===== config.mk =====
export PLATFORM = sky130hd
export DESIGN_NAME = bldc_six_step_commutation_ramp
export DESIGN_NICKNAME = d
export VERILOG_FILES = /design/src/design/bscr_pkg.sv /design/src/design/bscr_csr.sv /design/src/design/bscr_duty.sv /design/src/design/bscr_core.sv /design/src/design/bldc_six_step_commutation_ramp.sv
export SDC_FILE = /design/constraint.sdc
export NUM_CORES = 1
export LEC_CHECK = 0
export BUFFER_PORTS_ARGS = -buffer_cell sky130_fd_sc_hd__buf_2
export CAP_MARGIN = 20
export CELL_PAD_IN_SITES_DETAIL_PLACEMENT = 1
export CELL_PAD_IN_SITES_GLOBAL_PLACEMENT = 1
export CORE_ASPECT_RATIO = 2
export CORE_UTILIZATION = 40
export CTS_CLUSTER_SIZE = 28
export DETAILED_ROUTE_END_ITERATION = 10
export HOLD_SLACK_MARGIN = 0.1
export PLACE_DENSITY_LB_ADDON = 0.1
export SYNTH_ARGS = -nofsm -noshare
export SYNTH_HDL_FRONTEND = slang
export SYNTH_SLANG_ARGS = --single-unit

===== constraint.sdc =====
create_clock -name clock -period 27.8 [get_ports clock]
set_clock_uncertainty 0.05 [all_clocks]
set_input_delay 5.56 -clock clock [delete_from_list [all_inputs] [get_ports clock]]
set_output_delay 5.56 -clock clock [all_outputs]
set_load 0.01 [all_outputs]

===== src/design/bscr_pkg.sv =====
// Shared types, codes and constants for the six-step commutation driver.
package bscr_pkg;

   typedef logic [1:0] kind_type;
   localparam kind_type KIND_HALL  = 2'd0;
   localparam kind_type KIND_TICK  = 2'd1;
   localparam kind_type KIND_ADC   = 2'd2;
   localparam kind_type KIND_START = 2'd3;

   typedef logic [1:0] mode_type;
   localparam mode_type MODE_STOPPED = 2'd0;
   localparam mode_type MODE_START   = 2'd1;
   localparam mode_type MODE_RUN     = 2'd2;

   typedef logic [2:0] csr_index_type;
   localparam csr_index_type CSR_DIRECTION       = 3'd0;
   localparam csr_index_type CSR_PWM_PERIOD      = 3'd1;
   localparam csr_index_type CSR_MIN_DUTY        = 3'd2;
   localparam csr_index_type CSR_RAMP_HOLD       = 3'd3;
   localparam csr_index_type CSR_SAMPLE_INTERVAL = 3'd4;
   localparam csr_index_type CSR_RUN_SLEW_STEP   = 3'd5;

   localparam logic [15:0] RESET_PWM_PERIOD      = 16'd800;
   localparam logic [15:0] RESET_MIN_DUTY        = 16'd80;
   localparam logic [15:0] RESET_RAMP_HOLD       = 16'd10;
   localparam logic [15:0] RESET_SAMPLE_INTERVAL = 16'd100;
   localparam logic [7:0]  RESET_RUN_SLEW_STEP   = 8'd1;

   // soft-start divides the duty gap by 2**STARTUP_STEP_LOG2
   localparam int STARTUP_STEP_LOG2  = 4;
   localparam int STARTUP_STEP_COUNT = 1 << STARTUP_STEP_LOG2;

   localparam logic [9:0] ADC_OFF_LEVEL = 10'd1000;
   localparam logic [9:0] ADC_DEADBAND  = 10'd10;

   typedef struct packed {
      logic        direction;
      logic [15:0] pwm_period;
      logic [15:0] min_duty;
      logic [15:0] ramp_hold_ticks;
      logic [15:0] sample_interval_ticks;
      logic [7:0]  run_slew_step;
   } cfg_type;

   typedef struct packed {
      kind_type   kind;
      logic [2:0] hall;
      logic [9:0] adc_value;
   } req_type;

   typedef struct packed {
      logic [7:0]  gate_pattern;
      logic [15:0] compare_value;
      logic        pwm_output_on;
      logic        sample_request;
      mode_type    motor_state;
   } rsp_type;

   // high sides on bits 7/5/3, low sides on bits 6/4/2; invalid codes give zero
   function automatic logic [7:0] gate_lookup(input logic direction, input logic [2:0] hall);
      logic [7:0] pat;
      pat = 8'h00;
      if (!direction) begin
         case (hall)
            3'd1: pat = 8'h60;
            3'd2: pat = 8'h18;
            3'd3: pat = 8'h48;
            3'd4: pat = 8'h84;
            3'd5: pat = 8'h24;
            3'd6: pat = 8'h90;
            default: pat = 8'h00;
         endcase
      end else begin
         case (hall)
            3'd1: pat = 8'h90;
            3'd2: pat = 8'h24;
            3'd3: pat = 8'h84;
            3'd4: pat = 8'h48;
            3'd5: pat = 8'h18;
            3'd6: pat = 8'h60;
            default: pat = 8'h00;
         endcase
      end
      return pat;
   endfunction

endpackage


===== src/design/bscr_csr.sv =====
// Configuration register file with write port.
module bscr_csr
   import bscr_pkg::*;
(
   input  logic          clock,
   input  logic          reset,
   input  logic          csr_write_enable,
   input  csr_index_type csr_index,
   input  logic [15:0]   csr_write_data,
   output cfg_type       cfg
);

   cfg_type cfg_ff;
   cfg_type cfg_in;

   always_comb begin
      cfg_in = cfg_ff;
      if (csr_write_enable) begin
         unique case (csr_index)
            CSR_DIRECTION:       cfg_in.direction             = csr_write_data[0];
            CSR_PWM_PERIOD:      cfg_in.pwm_period            = csr_write_data;
            CSR_MIN_DUTY:        cfg_in.min_duty              = csr_write_data;
            CSR_RAMP_HOLD:       cfg_in.ramp_hold_ticks       = csr_write_data;
            CSR_SAMPLE_INTERVAL: cfg_in.sample_interval_ticks = csr_write_data;
            CSR_RUN_SLEW_STEP:   cfg_in.run_slew_step         = csr_write_data[7:0];
            default:             cfg_in = cfg_ff;
         endcase
      end
   end

   always_ff @(posedge clock) begin
      if (reset) begin
         cfg_ff.direction             <= 1'b0;
         cfg_ff.pwm_period            <= RESET_PWM_PERIOD;
         cfg_ff.min_duty              <= RESET_MIN_DUTY;
         cfg_ff.ramp_hold_ticks       <= RESET_RAMP_HOLD;
         cfg_ff.sample_interval_ticks <= RESET_SAMPLE_INTERVAL;
         cfg_ff.run_slew_step         <= RESET_RUN_SLEW_STEP;
      end else begin
         cfg_ff <= cfg_in;
      end
   end

   assign cfg = cfg_ff;

endmodule


===== src/design/bscr_duty.sv =====
// ADC to duty scaling: floor(adc * period / 1023) or floor(adc * period / 1025).
module bscr_duty
   import bscr_pkg::*;
(
   input  logic [9:0]  adc_value,
   input  logic [15:0] pwm_period,
   input  logic        div_1025,
   output logic [15:0] duty
);

   logic [25:0] product;
   logic [27:0] x;
   logic [27:0] t_lo;
   logic [27:0] t_hi;
   logic [27:0] q_lo_est;
   logic [27:0] q_hi_est;
   logic [27:0] r_lo;
   logic [28:0] r_hi;
   logic [27:0] q_lo;
   logic [27:0] q_hi;

   assign product = adc_value * pwm_period;
   assign x       = {2'b00, product};

   // 1/1023 ~ 2^-10 + 2^-20 ; estimate is exact or one low
   assign t_lo     = x + (x >> 10) + (x >> 20);
   assign q_lo_est = t_lo >> 10;
   assign r_lo     = x + q_lo_est - (q_lo_est << 10);
   assign q_lo     = (r_lo >= 28'd1023) ? q_lo_est + 28'd1 : q_lo_est;

   // 1/1025 ~ 2^-10 - 2^-20 ; estimate is within one either way, signed remainder
   assign t_hi     = x - (x >> 10) + (x >> 20);
   assign q_hi_est = t_hi >> 10;
   assign r_hi     = {1'b0, x} - {1'b0, q_hi_est << 10} - {1'b0, q_hi_est};
   assign q_hi     = r_hi[28] ? q_hi_est - 28'd1
                   : ((r_hi >= 29'd1025) ? q_hi_est + 28'd1 : q_hi_est);

   assign duty = div_1025 ? q_hi[15:0] : q_lo[15:0];

endmodule


===== src/design/bscr_core.sv =====
// Commutation, soft-start ramp and run slew state with next-result logic.
module bscr_core
   import bscr_pkg::*;
(
   input  logic    clock,
   input  logic    reset,
   input  cfg_type cfg,
   input  logic    process,
   input  req_type req,
   output rsp_type rsp
);

   logic [7:0]  gate_ff, gate_in;
   logic [15:0] current_ff, current_in;
   logic [15:0] compare_ff, compare_in;
   logic [15:0] desired_ff, desired_in;
   logic [15:0] ramp_step_ff, ramp_step_in;
   mode_type    mode_ff, mode_in;
   logic [15:0] ramp_cnt_ff, ramp_cnt_in;
   logic [15:0] sample_cnt_ff, sample_cnt_in;
   logic [9:0]  last_adc_ff, last_adc_in;
   logic        pwm_on_ff, pwm_on_in;
   logic        request;

   logic [15:0] duty;
   logic [7:0]  hall_pat;
   logic [7:0]  gate_new;
   logic        below_min;
   logic        adc_high;
   logic        pwm_off;
   logic [15:0] desired_set;
   logic [15:0] start_gap;
   logic [15:0] start_step;
   logic        adc_moved;
   logic [15:0] ramp_cnt_inc;
   logic [15:0] sample_cnt_inc;
   logic [16:0] ramp_sum;
   logic [15:0] ramp_duty;
   logic [15:0] top;
   logic [16:0] slew_sum;
   logic [15:0] slew_up;
   logic [15:0] slew_down;

   bscr_duty u_duty (
      .adc_value  (req.adc_value),
      .pwm_period (cfg.pwm_period),
      .div_1025   (req.kind == KIND_ADC),
      .duty       (duty)
   );

   assign hall_pat    = gate_lookup(cfg.direction, req.hall);
   assign gate_new    = (hall_pat != 8'h00) ? hall_pat : gate_ff;
   assign below_min   = duty < cfg.min_duty;
   assign adc_high    = req.adc_value >= ADC_OFF_LEVEL;
   assign pwm_off     = !below_min && adc_high;
   assign desired_set = below_min ? cfg.min_duty : (adc_high ? desired_ff : duty);
   assign start_gap   = desired_set - current_ff;
   assign start_step  = start_gap >> STARTUP_STEP_LOG2;
   assign adc_moved   = ({1'b0, req.adc_value} > {1'b0, last_adc_ff} + {1'b0, ADC_DEADBAND})
                     || ({1'b0, req.adc_value} + {1'b0, ADC_DEADBAND} < {1'b0, last_adc_ff});

   assign ramp_cnt_inc   = (ramp_cnt_ff == 16'hFFFF) ? ramp_cnt_ff : ramp_cnt_ff + 16'd1;
   assign sample_cnt_inc = (sample_cnt_ff == 16'hFFFF) ? sample_cnt_ff : sample_cnt_ff + 16'd1;
   assign ramp_sum       = {1'b0, current_ff} + {1'b0, ramp_step_ff};
   assign ramp_duty      = ramp_sum[16] ? 16'hFFFF : ramp_sum[15:0];
   assign top            = (cfg.pwm_period == 16'd0) ? 16'd0 : cfg.pwm_period - 16'd1;
   assign slew_sum       = {1'b0, current_ff} + {9'd0, cfg.run_slew_step};
   assign slew_up        = slew_sum[16] ? 16'hFFFF : slew_sum[15:0];
   assign slew_down      = (current_ff > {8'd0, cfg.run_slew_step})
                         ? current_ff - {8'd0, cfg.run_slew_step} : 16'd0;

   always_comb begin
      gate_in       = gate_ff;
      current_in    = current_ff;
      compare_in    = compare_ff;
      desired_in    = desired_ff;
      ramp_step_in  = ramp_step_ff;
      mode_in       = mode_ff;
      ramp_cnt_in   = ramp_cnt_ff;
      sample_cnt_in = sample_cnt_ff;
      last_adc_in   = last_adc_ff;
      pwm_on_in     = pwm_on_ff;
      request       = 1'b0;
      unique case (req.kind)
         KIND_HALL: begin
            gate_in = gate_new;
         end
         KIND_START: begin
            last_adc_in = req.adc_value;
            desired_in  = desired_set;
            if (pwm_off) begin
               pwm_on_in = 1'b0;
            end
            gate_in = gate_new;
            if (current_ff < desired_set) begin
               ramp_step_in = (start_step == 16'd0) ? 16'd1 : start_step;
               mode_in      = MODE_START;
            end else begin
               mode_in = MODE_RUN;
            end
         end
         KIND_ADC: begin
            if (adc_moved) begin
               last_adc_in = req.adc_value;
               pwm_on_in   = !pwm_off;
               desired_in  = desired_set;
            end
         end
         KIND_TICK: begin
            ramp_cnt_in   = ramp_cnt_inc;
            sample_cnt_in = sample_cnt_inc;
            unique case (mode_ff)
               MODE_START: begin
                  if (ramp_cnt_inc > cfg.ramp_hold_ticks && current_ff < desired_ff) begin
                     current_in  = ramp_duty;
                     compare_in  = (ramp_duty > top) ? top : ramp_duty;
                     ramp_cnt_in = 16'd0;
                  end else if (current_ff >= desired_ff) begin
                     mode_in = MODE_RUN;
                  end
               end
               MODE_RUN: begin
                  if (sample_cnt_inc > cfg.sample_interval_ticks) begin
                     sample_cnt_in = 16'd0;
                     request       = 1'b1;
                  end
                  if (desired_ff > current_ff) begin
                     current_in = slew_up;
                     compare_in = slew_up;
                  end else if (desired_ff < current_ff) begin
                     current_in = slew_down;
                     compare_in = slew_down;
                  end else begin
                     compare_in = current_ff;
                  end
               end
               default: begin
                  mode_in = mode_ff;
               end
            endcase
         end
         default: begin
            gate_in = gate_ff;
         end
      endcase
   end

   always_ff @(posedge clock) begin
      if (reset) begin
         gate_ff       <= 8'h00;
         current_ff    <= RESET_MIN_DUTY;
         compare_ff    <= RESET_MIN_DUTY;
         desired_ff    <= 16'd0;
         ramp_step_ff  <= 16'd0;
         mode_ff       <= MODE_STOPPED;
         ramp_cnt_ff   <= 16'd0;
         sample_cnt_ff <= 16'd0;
         last_adc_ff   <= 10'd0;
         pwm_on_ff     <= 1'b1;
      end else if (process) begin
         gate_ff       <= gate_in;
         current_ff    <= current_in;
         compare_ff    <= compare_in;
         desired_ff    <= desired_in;
         ramp_step_ff  <= ramp_step_in;
         mode_ff       <= mode_in;
         ramp_cnt_ff   <= ramp_cnt_in;
         sample_cnt_ff <= sample_cnt_in;
         last_adc_ff   <= last_adc_in;
         pwm_on_ff     <= pwm_on_in;
      end
   end

   assign rsp.gate_pattern   = gate_in;
   assign rsp.compare_value  = compare_in;
   assign rsp.pwm_output_on  = pwm_on_in;
   assign rsp.sample_request = request;
   assign rsp.motor_state    = mode_in;

endmodule


===== src/design/bldc_six_step_commutation_ramp.sv =====
// Top level: six-step hall commutation driver with soft-start duty ramp.
// A request in the request register passes to the result register when the
// output can advance: one request per cycle unless a stalled result is held,
// each updating state in a single pass between the two registers.
// Reset (synchronous, active high) empties both registers, restores register
// defaults and returns the drive state to stopped with duty at the minimum.
module bldc_six_step_commutation_ramp
   import bscr_pkg::*;
(
   input  logic          clock,
   input  logic          reset,
   input  logic          req_valid,
   output logic          req_stall,
   input  logic [1:0]    req_kind,
   input  logic [2:0]    req_hall,
   input  logic [9:0]    req_adc_value,
   output logic          rsp_valid,
   input  logic          rsp_stall,
   output logic [7:0]    rsp_gate_pattern,
   output logic [15:0]   rsp_compare_value,
   output logic          rsp_pwm_output_on,
   output logic          rsp_sample_request,
   output logic [1:0]    rsp_motor_state,
   input  logic          csr_write_enable,
   input  csr_index_type csr_index,
   input  logic [15:0]   csr_write_data
);

   cfg_type cfg;
   logic    req_valid_ff, req_valid_in;
   req_type req_ff;
   logic    rsp_valid_ff, rsp_valid_in;
   rsp_type rsp_ff;
   rsp_type rsp_next;
   logic    advance;
   logic    process;
   logic    accept;

   bscr_csr u_csr (
      .clock            (clock),
      .reset            (reset),
      .csr_write_enable (csr_write_enable),
      .csr_index        (csr_index),
      .csr_write_data   (csr_write_data),
      .cfg              (cfg)
   );

   bscr_core u_core (
      .clock   (clock),
      .reset   (reset),
      .cfg     (cfg),
      .process (process),
      .req     (req_ff),
      .rsp     (rsp_next)
   );

   assign advance   = !rsp_valid_ff || !rsp_stall;
   assign process   = req_valid_ff && advance;
   assign req_stall = req_valid_ff && !advance;
   assign accept    = req_valid && !req_stall;

   assign req_valid_in = accept || (req_valid_ff && !process);
   assign rsp_valid_in = process || (rsp_valid_ff && rsp_stall);

   always_ff @(posedge clock) begin
      if (reset) begin
         req_valid_ff <= 1'b0;
         rsp_valid_ff <= 1'b0;
      end else begin
         req_valid_ff <= req_valid_in;
         rsp_valid_ff <= rsp_valid_in;
      end
   end

   always_ff @(posedge clock) begin
      if (accept) begin
         req_ff.kind      <= req_kind;
         req_ff.hall      <= req_hall;
         req_ff.adc_value <= req_adc_value;
      end
      if (process) begin
         rsp_ff <= rsp_next;
      end
   end

   assign rsp_valid          = rsp_valid_ff;
   assign rsp_gate_pattern   = rsp_ff.gate_pattern;
   assign rsp_compare_value  = rsp_ff.compare_value;
   assign rsp_pwm_output_on  = rsp_ff.pwm_output_on;
   assign rsp_sample_request = rsp_ff.sample_request;
   assign rsp_motor_state    = rsp_ff.motor_state;

endmodule


==> flow_summary.json, run 1 <==
{
  "outcome": "finished clean",
  "layout-area-overhead-vs-synth_pct": 7.04,
  "worst_pin_slew_ns": 1.06,
  "core_area_mm2": 0.0710,
  "cts_tree": "done",
  "timing.rr.end": "u_core.ramp_step_ff[1]",
  "place_congestion": 0.988,
  "clockBufferDepth": 3,
  "die_x_um": 191,
  "async_reset_ff_frac": 0,
  "syn_nets": 4259,
  "ys_warn_count": 0,
  "wl_met3_um": 3200,
  "setup_viol": 0,
  "place.port_buffers": 68,
  "die_h_um": 381,
  "max_freq_mhz": 43.2,
  "ys_ff_latch": 231,
  "overflow": 0,
  "period_minus_slack_ns": 23.14,
  "period_share": 0.832,
  "slew_headroom": 0.290,
  "ys_seq_area_frac": 0.176,
  "worstPathArrival_ns": 23.58,
  "cts.clk_slew.worst_paths_ns": 0.08,
  "clk-insertion-delay-late_ns": 0.56,
  "die-area_mm2": 0.0729,
  "reg2reg_from": "req_ff[3]",
  "drt-initial-drc-count": 1130,
  "rows": 138,
  "crit_path_frequent_cell": "o21a_1",
  "worstPathMaxFanout": 42,
  "synthTopCellsByArea": "ha_1 15%, dfxtp_1 13%, fa_1 9.4%",
  "cts_resized": 0,
  "cp-start-kind": "register",
  "multi_input_area_mm2": 0.0217,
  "met1Wirelength_um": 38800,
  "crit_type": "register to register",
  "hold_violations": 0,
  "root_buffer": "clkbuf_16",
  "drc": 0,
  "syn_area_per_cell_um2": 7.69,
  "layout.area.seq_mm2": 0.00505,
  "synth_edf_count": 43,
  "hold_end": "u_csr.cfg[38]",
  "critical_path.slowest_cell": "edfxtp_1",
  "r2r.worst_path.cells": 81,
  "min_path_type": "register to register",
  "ios": 69,
  "totalWireLength_um": 121000,
  "clock-sinks": 231,
  "syn_area_mm2": 0.0287,
  "initial_core_util": 0.405,
  "grt_start_max_net_pins": 80,
  "postCtsHoldBufs": 0,
  "endpoint_kind": "register",
  "nFillCells": 8797,
  "highest_layer": "met4",
  "yosysTopAreaCell": "ha_1",
  "hpwl_um": 100000,
  "synth_top_area_share": 0.152,
  "drive_gt1_frac": 0.0602,
  "antenna_found_initial": 4,
  "rsz0062_at_grt": "false",
  "num_vias": 27821,
  "cts-htree-levels": 1,
  "r2r_setup_slack_ns": 4.66,
  "cts_buffers": 22,
  "holdPathStages": 2,
  "wl_met2_um": 67100,
  "wire_per_inst_um": 26.0,
  "vias_per_cell": 5.98,
  "required_ns": 28.24,
  "ant_nets": 0,
  "hp-start": "u_csr.cfg[38]",
  "grt_usage": 0.330,
  "synth_flop_cell": "dfxtp_1",
  "synth_common_cells": "491 x nand2_1, 381 x inv_1, 350 x ha_1",
  "firstDrtPassIters": 7,
  "fin_nets": 4246,
  "grt_pass1_vias": 30333,
  "cts_setup_buffers": 0,
  "slew_violations": 0,
  "maxCapViolCount": 0,
  "synth.distinct_cells": 101,
  "syn_inst": 3735,
  "crit_path_max_incr_delay_ns": 0.96,
  "fin_tns_setup_ns": 0,
  "grt_pass1_wl_um": 181000,
  "yosysMostFrequentCell": "nand2_1"
}
==> metrics by stage <==
step                      hold slack [ns]  area, um2  utilization  worst slack (ns)  std cells
after global placement              0.394      29900        0.422              5.41       4603
after CTS                           0.407      30700        0.433              4.93       4645
final                               0.406      30700        0.433              4.66       4652
after detailed placement            0.398      30000        0.422              4.98       4605
after global routing                0.427      30700        0.433              3.46       4648
after floorplan                     0.386      28700            -              9.09       3735
==> worst max path at each step <==
stage	start	to	slack, ns	cells past startpoint
floorplan	req_ff[3]	u_core.ramp_step_ff[0]	9.09	86
global placement	req_ff[3]	u_core.ramp_step_ff[11]	5.41	82
detailed placement	req_ff[3]	u_core.ramp_step_ff[1]	4.98	81
CTS	req_ff[3]	u_core.ramp_step_ff[1]	4.93	81
global route	req_ff[3]	u_core.ramp_step_ff[3]	3.46	81
finish	req_ff[3]	u_core.ramp_step_ff[1]	4.66	81
==> cells in the final DEF (no fill, tap or decap), types with 14 or more instances in the layout <==
cell type / count
a21oi_1: 310
buf_4: 44
edfxtp_1: 43
nand2_1: 491
xor2_1: 56
dfxtp_1: 188
a311oi_1: 18
o211ai_1: 46
nand2b_1: 57
a31oi_1: 35
o21bai_1: 23
o21ai_0: 162
nand3_1: 87
inv_1: 381
and4_1: 14
a21o_1: 64
and3_1: 45
xnor2_1: 132
fa_1: 135
a22oi_1: 22
nand4_1: 64
clkbuf_16: 23
nor4_1: 33
ha_1: 350
nor3_1: 77
or3_1: 26
and2_1: 92
nor2_1: 244
nor2b_1: 45
mux2i_1: 28
a211oi_1: 27
buf_2: 68
o21a_1: 46
==> sequential cells by signal, summed over array words and instances (netlist names) <==
| signal | cells |
|---|---|
| rsp_pwm_output_on | 1 |
| u_core.gate_ff | 8 |
| req_ff | 15 |
| u_core.mode_ff | 2 |
| rsp_compare_value | 16 |
| u_core.desired_ff | 16 |
| u_core.ramp_cnt_ff | 16 |
| u_csr.cfg | 73 |
| u_core.current_ff | 16 |
| u_core.compare_ff | 16 |
| rsp_motor_state | 2 |
| u_core.pwm_on_ff | 1 |
| u_core.ramp_step_ff | 12 |
| rsp_sample_request | 1 |
| rsp_valid | 1 |
| u_core.last_adc_ff | 10 |
| u_core.sample_cnt_ff | 16 |
| req_valid_ff | 1 |
| rsp_gate_pattern | 8 |
==> routing by layer <==
metal / track usage / up-vias
met5: 0 / -
met4: 0.270 / 0
met3: 0.0281 / 371
met2: 0.655 / 677
met1: 0.292 / 13806
li1: - / 12967
==> worst max-delay path, delay by kind of cell, from the launching register on <==
family | cells | cell delay, ns
AO/OA/AOI/OAI | 37 | 8.39
adder cells (fa/ha/maj) | 13 | 5.82
AND/OR/NAND/NOR | 22 | 5.15
buffers and inverters | 6 | 1.21
XOR/XNOR | 2 | 1.01
flip-flops | 1 | 0.96
multiplexers | 1 | 0.41
==> cell type report <==
class | instances | area share
repair buffers | 113 | 0.0222
clock buffers | 25 | 0.0190
inverters | 387 | 0.0473
multi-input cells | 2967 | 0.704
clock inverters | 15 | 0.00545
diodes | 4 | 0.000326
well taps | 910 | 0.0370
flip-flops and latches | 231 | 0.164
==> logic make-up after synthesis <==
family,share of synthesized area
buf+inv,0.0715
compound gates,0.204
simple gates,0.226
mux,0.0162
xor+xnor,0.0599
flops,0.176
fa+ha+maj,0.247
Power of run 1 is left out: the tool's default activity adds up to more than one toggle a clock period on the data nets, which glitch-free logic cannot reach.
==> inputs of run 2 (changes only) <==
clock period = 21.8 ns   (was 27.8 ns; I/O delays follow)
==> run 2 against run 1 <==
Clock-buffer cell count increased by 1. Global-route usage grew 0.064 points. Via count up 0.78%. Critical path depth rose by 2. Final cell count is 0.64% higher. Non-clock buffer count increased by 31. Maximum frequency is 12% higher. Critical endpoint is now u_core.ramp_step_ff[0]. Largest cell class unchanged.
==> flow_summary.json, run 2 (synthesis gave the netlist of run 1 again) <==
{
  "outcome": "finished clean",
  "worstPathArrival_ns": 21.07,
  "period_share": 0.947,
  "vias_per_cell": 5.99,
  "r2r.worst_path.cells": 83,
  "timing.rr.end": "u_core.ramp_step_ff[0]",
  "core_area_mm2": 0.0710,
  "cts-htree-levels": 1,
  "die_x_um": 191,
  "layout_commonest_cell": "nand2_1",
  "cp-start-kind": "register",
  "num_vias": 28039,
  "holdPathStages": 2,
  "reg2reg_from": "u_csr.cfg[57]",
  "place.port_buffers": 68,
  "place_congestion": 0.998,
  "r2r_setup_slack_ns": 1.15,
  "fin_nets": 4277,
  "postCtsHoldBufs": 0,
  "cts_buffers": 22,
  "critPathTopFamily": "compound AO/OA/AOI/OAI gates",
  "max_freq_mhz": 48.4,
  "drive_gt1_frac": 0.0716,
  "slew_headroom": 0.256,
  "hp-start": "u_csr.cfg[16]",
  "period_minus_slack_ns": 20.65,
  "drc": 0,
  "grt_pass1_vias": 30877,
  "die_h_um": 381,
  "firstDrtPassIters": 4,
  "grt_pass1_wl_um": 182000,
  "ios": 69,
  "grt_usage": 0.331,
  "grt_start_max_net_pins": 65,
  "hold_violations": 0,
  "maxCapViolCount": 0,
  "hpwl_um": 99700,
  "min_path_type": "register to register",
  "rsz0062_at_grt": "false",
  "die-area_mm2": 0.0729,
  "setup_viol": 0,
  "clockBufferDepth": 3,
  "wire_per_inst_um": 25.9,
  "multi_input_area_mm2": 0.0217,
  "hold_end": "u_csr.cfg[16]",
  "rows": 138,
  "crit_type": "register to register",
  "crit_path_frequent_cell": "o21a_1",
  "overflow": 0,
  "clk-insertion-delay-late_ns": 0.56,
  "totalWireLength_um": 121000,
  "root_buffer": "clkbuf_16",
  "largest_reg_flops": 73,
  "nFillCells": 8734,
  "cp.depth": 83,
  "endpoint_kind": "register",
  "fin_tns_setup_ns": 0,
  "slew_violations": 0,
  "required_ns": 22.22,
  "initial_core_util": 0.405,
  "critical_path.slowest_cell": "fa_1",
  "worstPathMaxFanout": 11,
  "cp_num_buf_inv": 6,
  "worst_pin_slew_ns": 1.10,
  "final_cell_mix": "491 x nand2_1, 381 x inv_1, 350 x ha_1, 309 x a21oi_1, 244 x nor2_1",
  "crit_path_max_incr_delay_ns": 0.59,
  "ant_nets": 0,
  "cts_tree": "done",
  "clock-sinks": 231,
  "layout-area-overhead-vs-synth_pct": 8.21,
  "antenna_found_initial": 4,
  "cts.clk_slew.worst_paths_ns": 0.08,
  "drt-initial-drc-count": 1054,
  "layout.area.seq_mm2": 0.00507
}
## run 2: cell types whose count changed in the layout (fill, tap and decap cells not counted), sizes merged
cell,previous run,this run
clkinv,10,9
inv,388,384
clkbuf,25,26
diode,4,3
buf,113,144
bufinv,2,4
clkinvlp,2,4
## run 2: repair_timing
item                                    4_1_cts  5_1_grt
endpoints found under the setup margin        0       16
setup buffers                                 0       12
gates resized for setup                       0       19
## run 2: worst min-delay path: cells and delay by family (launching register included)
family	cells	cell delay (ns)
AOI/OAI and AO/OA	1	0.05
DFF	1	0.31
and+or+nand+nor	1	0.05
## run 2: stage by stage
stage,cell area (um2),worst slack [ns],instances,hold slack [ns],utilization
final,31100,1.15,4682,0.407,0.438
after global routing,31100,0.0155,4679,0.429,0.438
after CTS,30900,0.125,4666,0.408,0.435
after detailed placement,30100,0.236,4626,0.398,0.424
after global placement,30100,0.423,4626,0.393,0.424
after floorplan,28700,3.09,3735,0.386,-
## run 2: metal layers
layer / wire, um / vias to the layer above / track usage
li1: - / 13024 / -
met5: 13 / - / 0
met1: 38600 / 13913 / 0.291
met2: 66900 / 687 / 0.649
met4: 12200 / 2 / 0.290
met3: 3600 / 413 / 0.0297
## run 2: area by class of cell
| class | instances | share of cell area |
|---|---|---|
| antenna | 3 | 0.000242 |
| clock buffer | 26 | 0.0199 |
| clock inverter | 14 | 0.00592 |
| inverter | 387 | 0.0469 |
| multi-input combinational | 2967 | 0.698 |
| sequential | 231 | 0.163 |
| tap | 910 | 0.0366 |
| timing repair buffer | 144 | 0.0298 |
## run 2: worst max-delay path by stage
stage,slack [ns],from,to
CTS,0.12,req_ff[9],u_core.ramp_step_ff[0]
floorplan,3.09,req_ff[3],u_core.ramp_step_ff[0]
finish,1.15,u_csr.cfg[57],u_core.ramp_step_ff[0]
global placement,0.42,req_ff[9],u_core.ramp_step_ff[0]
global route,0.02,u_csr.cfg[57],u_core.ramp_step_ff[10]
detailed placement,0.24,req_ff[9],u_core.ramp_step_ff[0]
Power of run 2 is left out for the same reason.
==> inputs of run 3 (changes only) <==
ABC_AREA = 1   (was not set)
==> run 3 against run 2 <==
Final cell count is 9.9% higher. First-iteration DRC count increased by 15%. Worst setup slack gained 1.8 ns. Critical endpoint is now u_core.ramp_step_ff[3]. Core utilization shrank 0.48 points.
==> flow_summary.json, run 3 <==
{
  "holdWs_ns": 0.398,
  "r2r.worst_path.cells": 91,
  "synth_mux_area_frac": 0,
  "rows": 138,
  "totalWireLength_um": 116000,
  "timing.critical_path.from": "req_ff[3]",
  "num_vias": 28431,
  "initial_core_util": 0.404,
  "n_antenna_cell": 0,
  "ys_ff_latch": 231,
  "cts-htree-levels": 1,
  "syn_area_per_cell_um2": 6.79,
  "largest_reg_flops": 73,
  "drc": 0,
  "period_minus_slack_ns": 18.81,
  "core_area_mm2": 0.0706,
  "slew_violations": 0,
  "max_freq_mhz": 53.2,
  "setup_viol": 0,
  "place_congestion": 0.993,
  "period_share": 0.863,
  "crit_type": "register to register",
  "maxCapViolCount": 0,
  "synthTopCellsByArea": "ha_1 15%, dfxtp_1 13%, nand2_1 12%",
  "syn_inst": 4205,
  "required_ns": 22.13,
  "layout-area-overhead-vs-synth_pct": 7.08,
  "wire_per_inst_um": 22.6,
  "critical_path.slowest_cell": "edfxtp_1",
  "root_buffer": "clkbuf_16",
  "cts.clk_slew.worst_paths_ns": 0.07,
  "grt_pass1_vias": 30837,
  "clock-sinks": 231,
  "grt_start_max_net_pins": 78,
  "syn_area_mm2": 0.0286,
  "timing.rr.end": "u_core.ramp_step_ff[3]",
  "rsz0062_at_grt": "false",
  "async_reset_ff_frac": 0,
  "cp-start-kind": "register",
  "syn_nets": 4729,
  "cts_resized": 0,
  "ys_seq_area_frac": 0.177,
  "endpoint_kind": "register",
  "min_path_type": "register to register",
  "drt-initial-drc-count": 1212,
  "reg2reg_from": "req_ff[3]",
  "yosysTopAreaCell": "ha_1",
  "worstPathMaxFanout": 23,
  "ant_nets": 0,
  "synth_edf_count": 43,
  "synth.distinct_cells": 71,
  "fin_tns_setup_ns": 0,
  "worstPathArrival_ns": 19.14,
  "synth_compound_area_frac": 0.162,
  "drive_gt1_frac": 0.0583,
  "critPathCapture": "u_core.ramp_step_ff[3]",
  "die_h_um": 380,
  "synth_top_family_by_area": "adder cells",
  "ys_warn_count": 0,
  "cts_tree": "done",
  "clk-insertion-delay-late_ns": 0.55,
  "yosysMostFrequentCell": "nand2_1",
  "outcome": "finished clean",
  "worst_pin_slew_ns": 1.22,
  "clockBufferDepth": 3,
  "fin_nets": 4742,
  "slew_headroom": 0.178,
  "place.port_buffers": 68,
  "synth_flop_cell": "dfxtp_1",
  "synth_common_cells": "935 x nand2_1, 748 x inv_1, 369 x a21oi_1",
  "crit_path_frequent_cell": "nand2_1",
  "overflow": 0,
  "layout_commonest_cell": "nand2_1",
  "synth_xor_area_frac": 0.0537,
  "ios": 69,
  "crit_path_max_incr_delay_ns": 0.93,
  "antenna_found_initial": 2,
  "final_cell_mix": "935 x nand2_1, 748 x inv_1, 369 x a21oi_1, 350 x ha_1, 293 x nor2_1",
  "grt_pass1_wl_um": 177000,
  "firstDrtPassIters": 5,
  "r2r_setup_slack_ns": 2.99,
  "synth_top_area_share": 0.153,
  "postCtsHoldBufs": 0,
  "vias_per_cell": 5.53,
  "synth_fa_ha_area_frac": 0.248,
  "hold_violations": 0,
  "hpwl_um": 97200,
  "cts_setup_buffers": 0,
  "die_x_um": 191,
  "grt_usage": 0.324,
  "synth-simple-area-share": 0.244,
  "die-area_mm2": 0.0725,
  "cts_buffers": 22
}
-- run 3: changes by cell type in the layout (fill, tap and decap cells not counted), sizes merged, moves of 60 or more --
| cell | delta |
|---|---|
| xor2 | +67 |
| nor2 | +63 |
| nand2 | +469 |
| o21ai | +97 |
| nand3 | +102 |
| and2 | -92 |
| xnor2 | -97 |
| a21oi | +60 |
| inv | +379 |
-- run 3: cell type report --
type | instances | area (um2)
clock inverters | 9 | 90.1
inverters | 765 | 2870
multi-input cells | 3099 | 20200
well taps | 910 | 1140
repair buffers | 99 | 573
flip-flops and latches | 231 | 5050
clock buffers | 31 | 626
fillers | 9274 | 40000
-- run 3: critical path: cells and delay by family (launching register included) --
kind                       cells  cell delay, ns
AOI/OAI and AO/OA             21            4.56
xor gates and xnor gates       1            0.34
adders and majority gates     13            5.64
buffers and inverters         18            2.03
DFF                            1            0.93
and+or+nand+nor               38            5.11
-- run 3: how the worst min path moves through the flow --
stage	slack, ns	cells past startpoint	startpoint	to
after CTS	0.40	2	u_core.gate_ff[1]	u_core.gate_ff[1]
after detailed placement	0.39	2	u_core.gate_ff[1]	u_core.gate_ff[1]
final	0.40	2	u_core.gate_ff[1]	u_core.gate_ff[1]
after global placement	0.38	2	u_core.gate_ff[1]	u_core.gate_ff[1]
after global routing	0.43	2	u_csr.cfg[19]	u_csr.cfg[19]
after floorplan	0.37	2	u_core.gate_ff[0]	u_core.gate_ff[0]
-- run 3: layer usage --
| metal | routed length (um) | vias to the layer above | track usage | part of all wire |
|---|---|---|---|---|
| li1 | - | 13646 | - | - |
| met1 | 37300 | 13857 | 0.282 | 0.32 |
| met2 | 64100 | 576 | 0.636 | 0.55 |
| met3 | 2970 | 352 | 0.0270 | 0.026 |
| met4 | 12000 | 0 | 0.287 | 0.10 |
| met5 | 0 | - | 0 | 0 |
-- run 3: logic make-up (layout without fill, tap and decap cells) --
kind of cell	Yosys count	in the layout
adders and majority gates	485	485
DFF	231	231
buffers and inverters	875	904
AOI/OAI and AO/OA	817	817
xor gates and xnor gates	162	162
and+or+nand+nor	1635	1635
-- run 3: metrics by stage --
step	setup WS [ns]	util	instances	instance area (um2)
final	2.99	0.433	5144	30600
after floorplan	6.87	-	4205	28600
after CTS	2.99	0.433	5144	30600
after global placement	2.91	0.423	5103	29900
after detailed placement	3.07	0.423	5104	29900
after global routing	1.35	0.433	5144	30600
Power of run 3 is left out for the same reason.
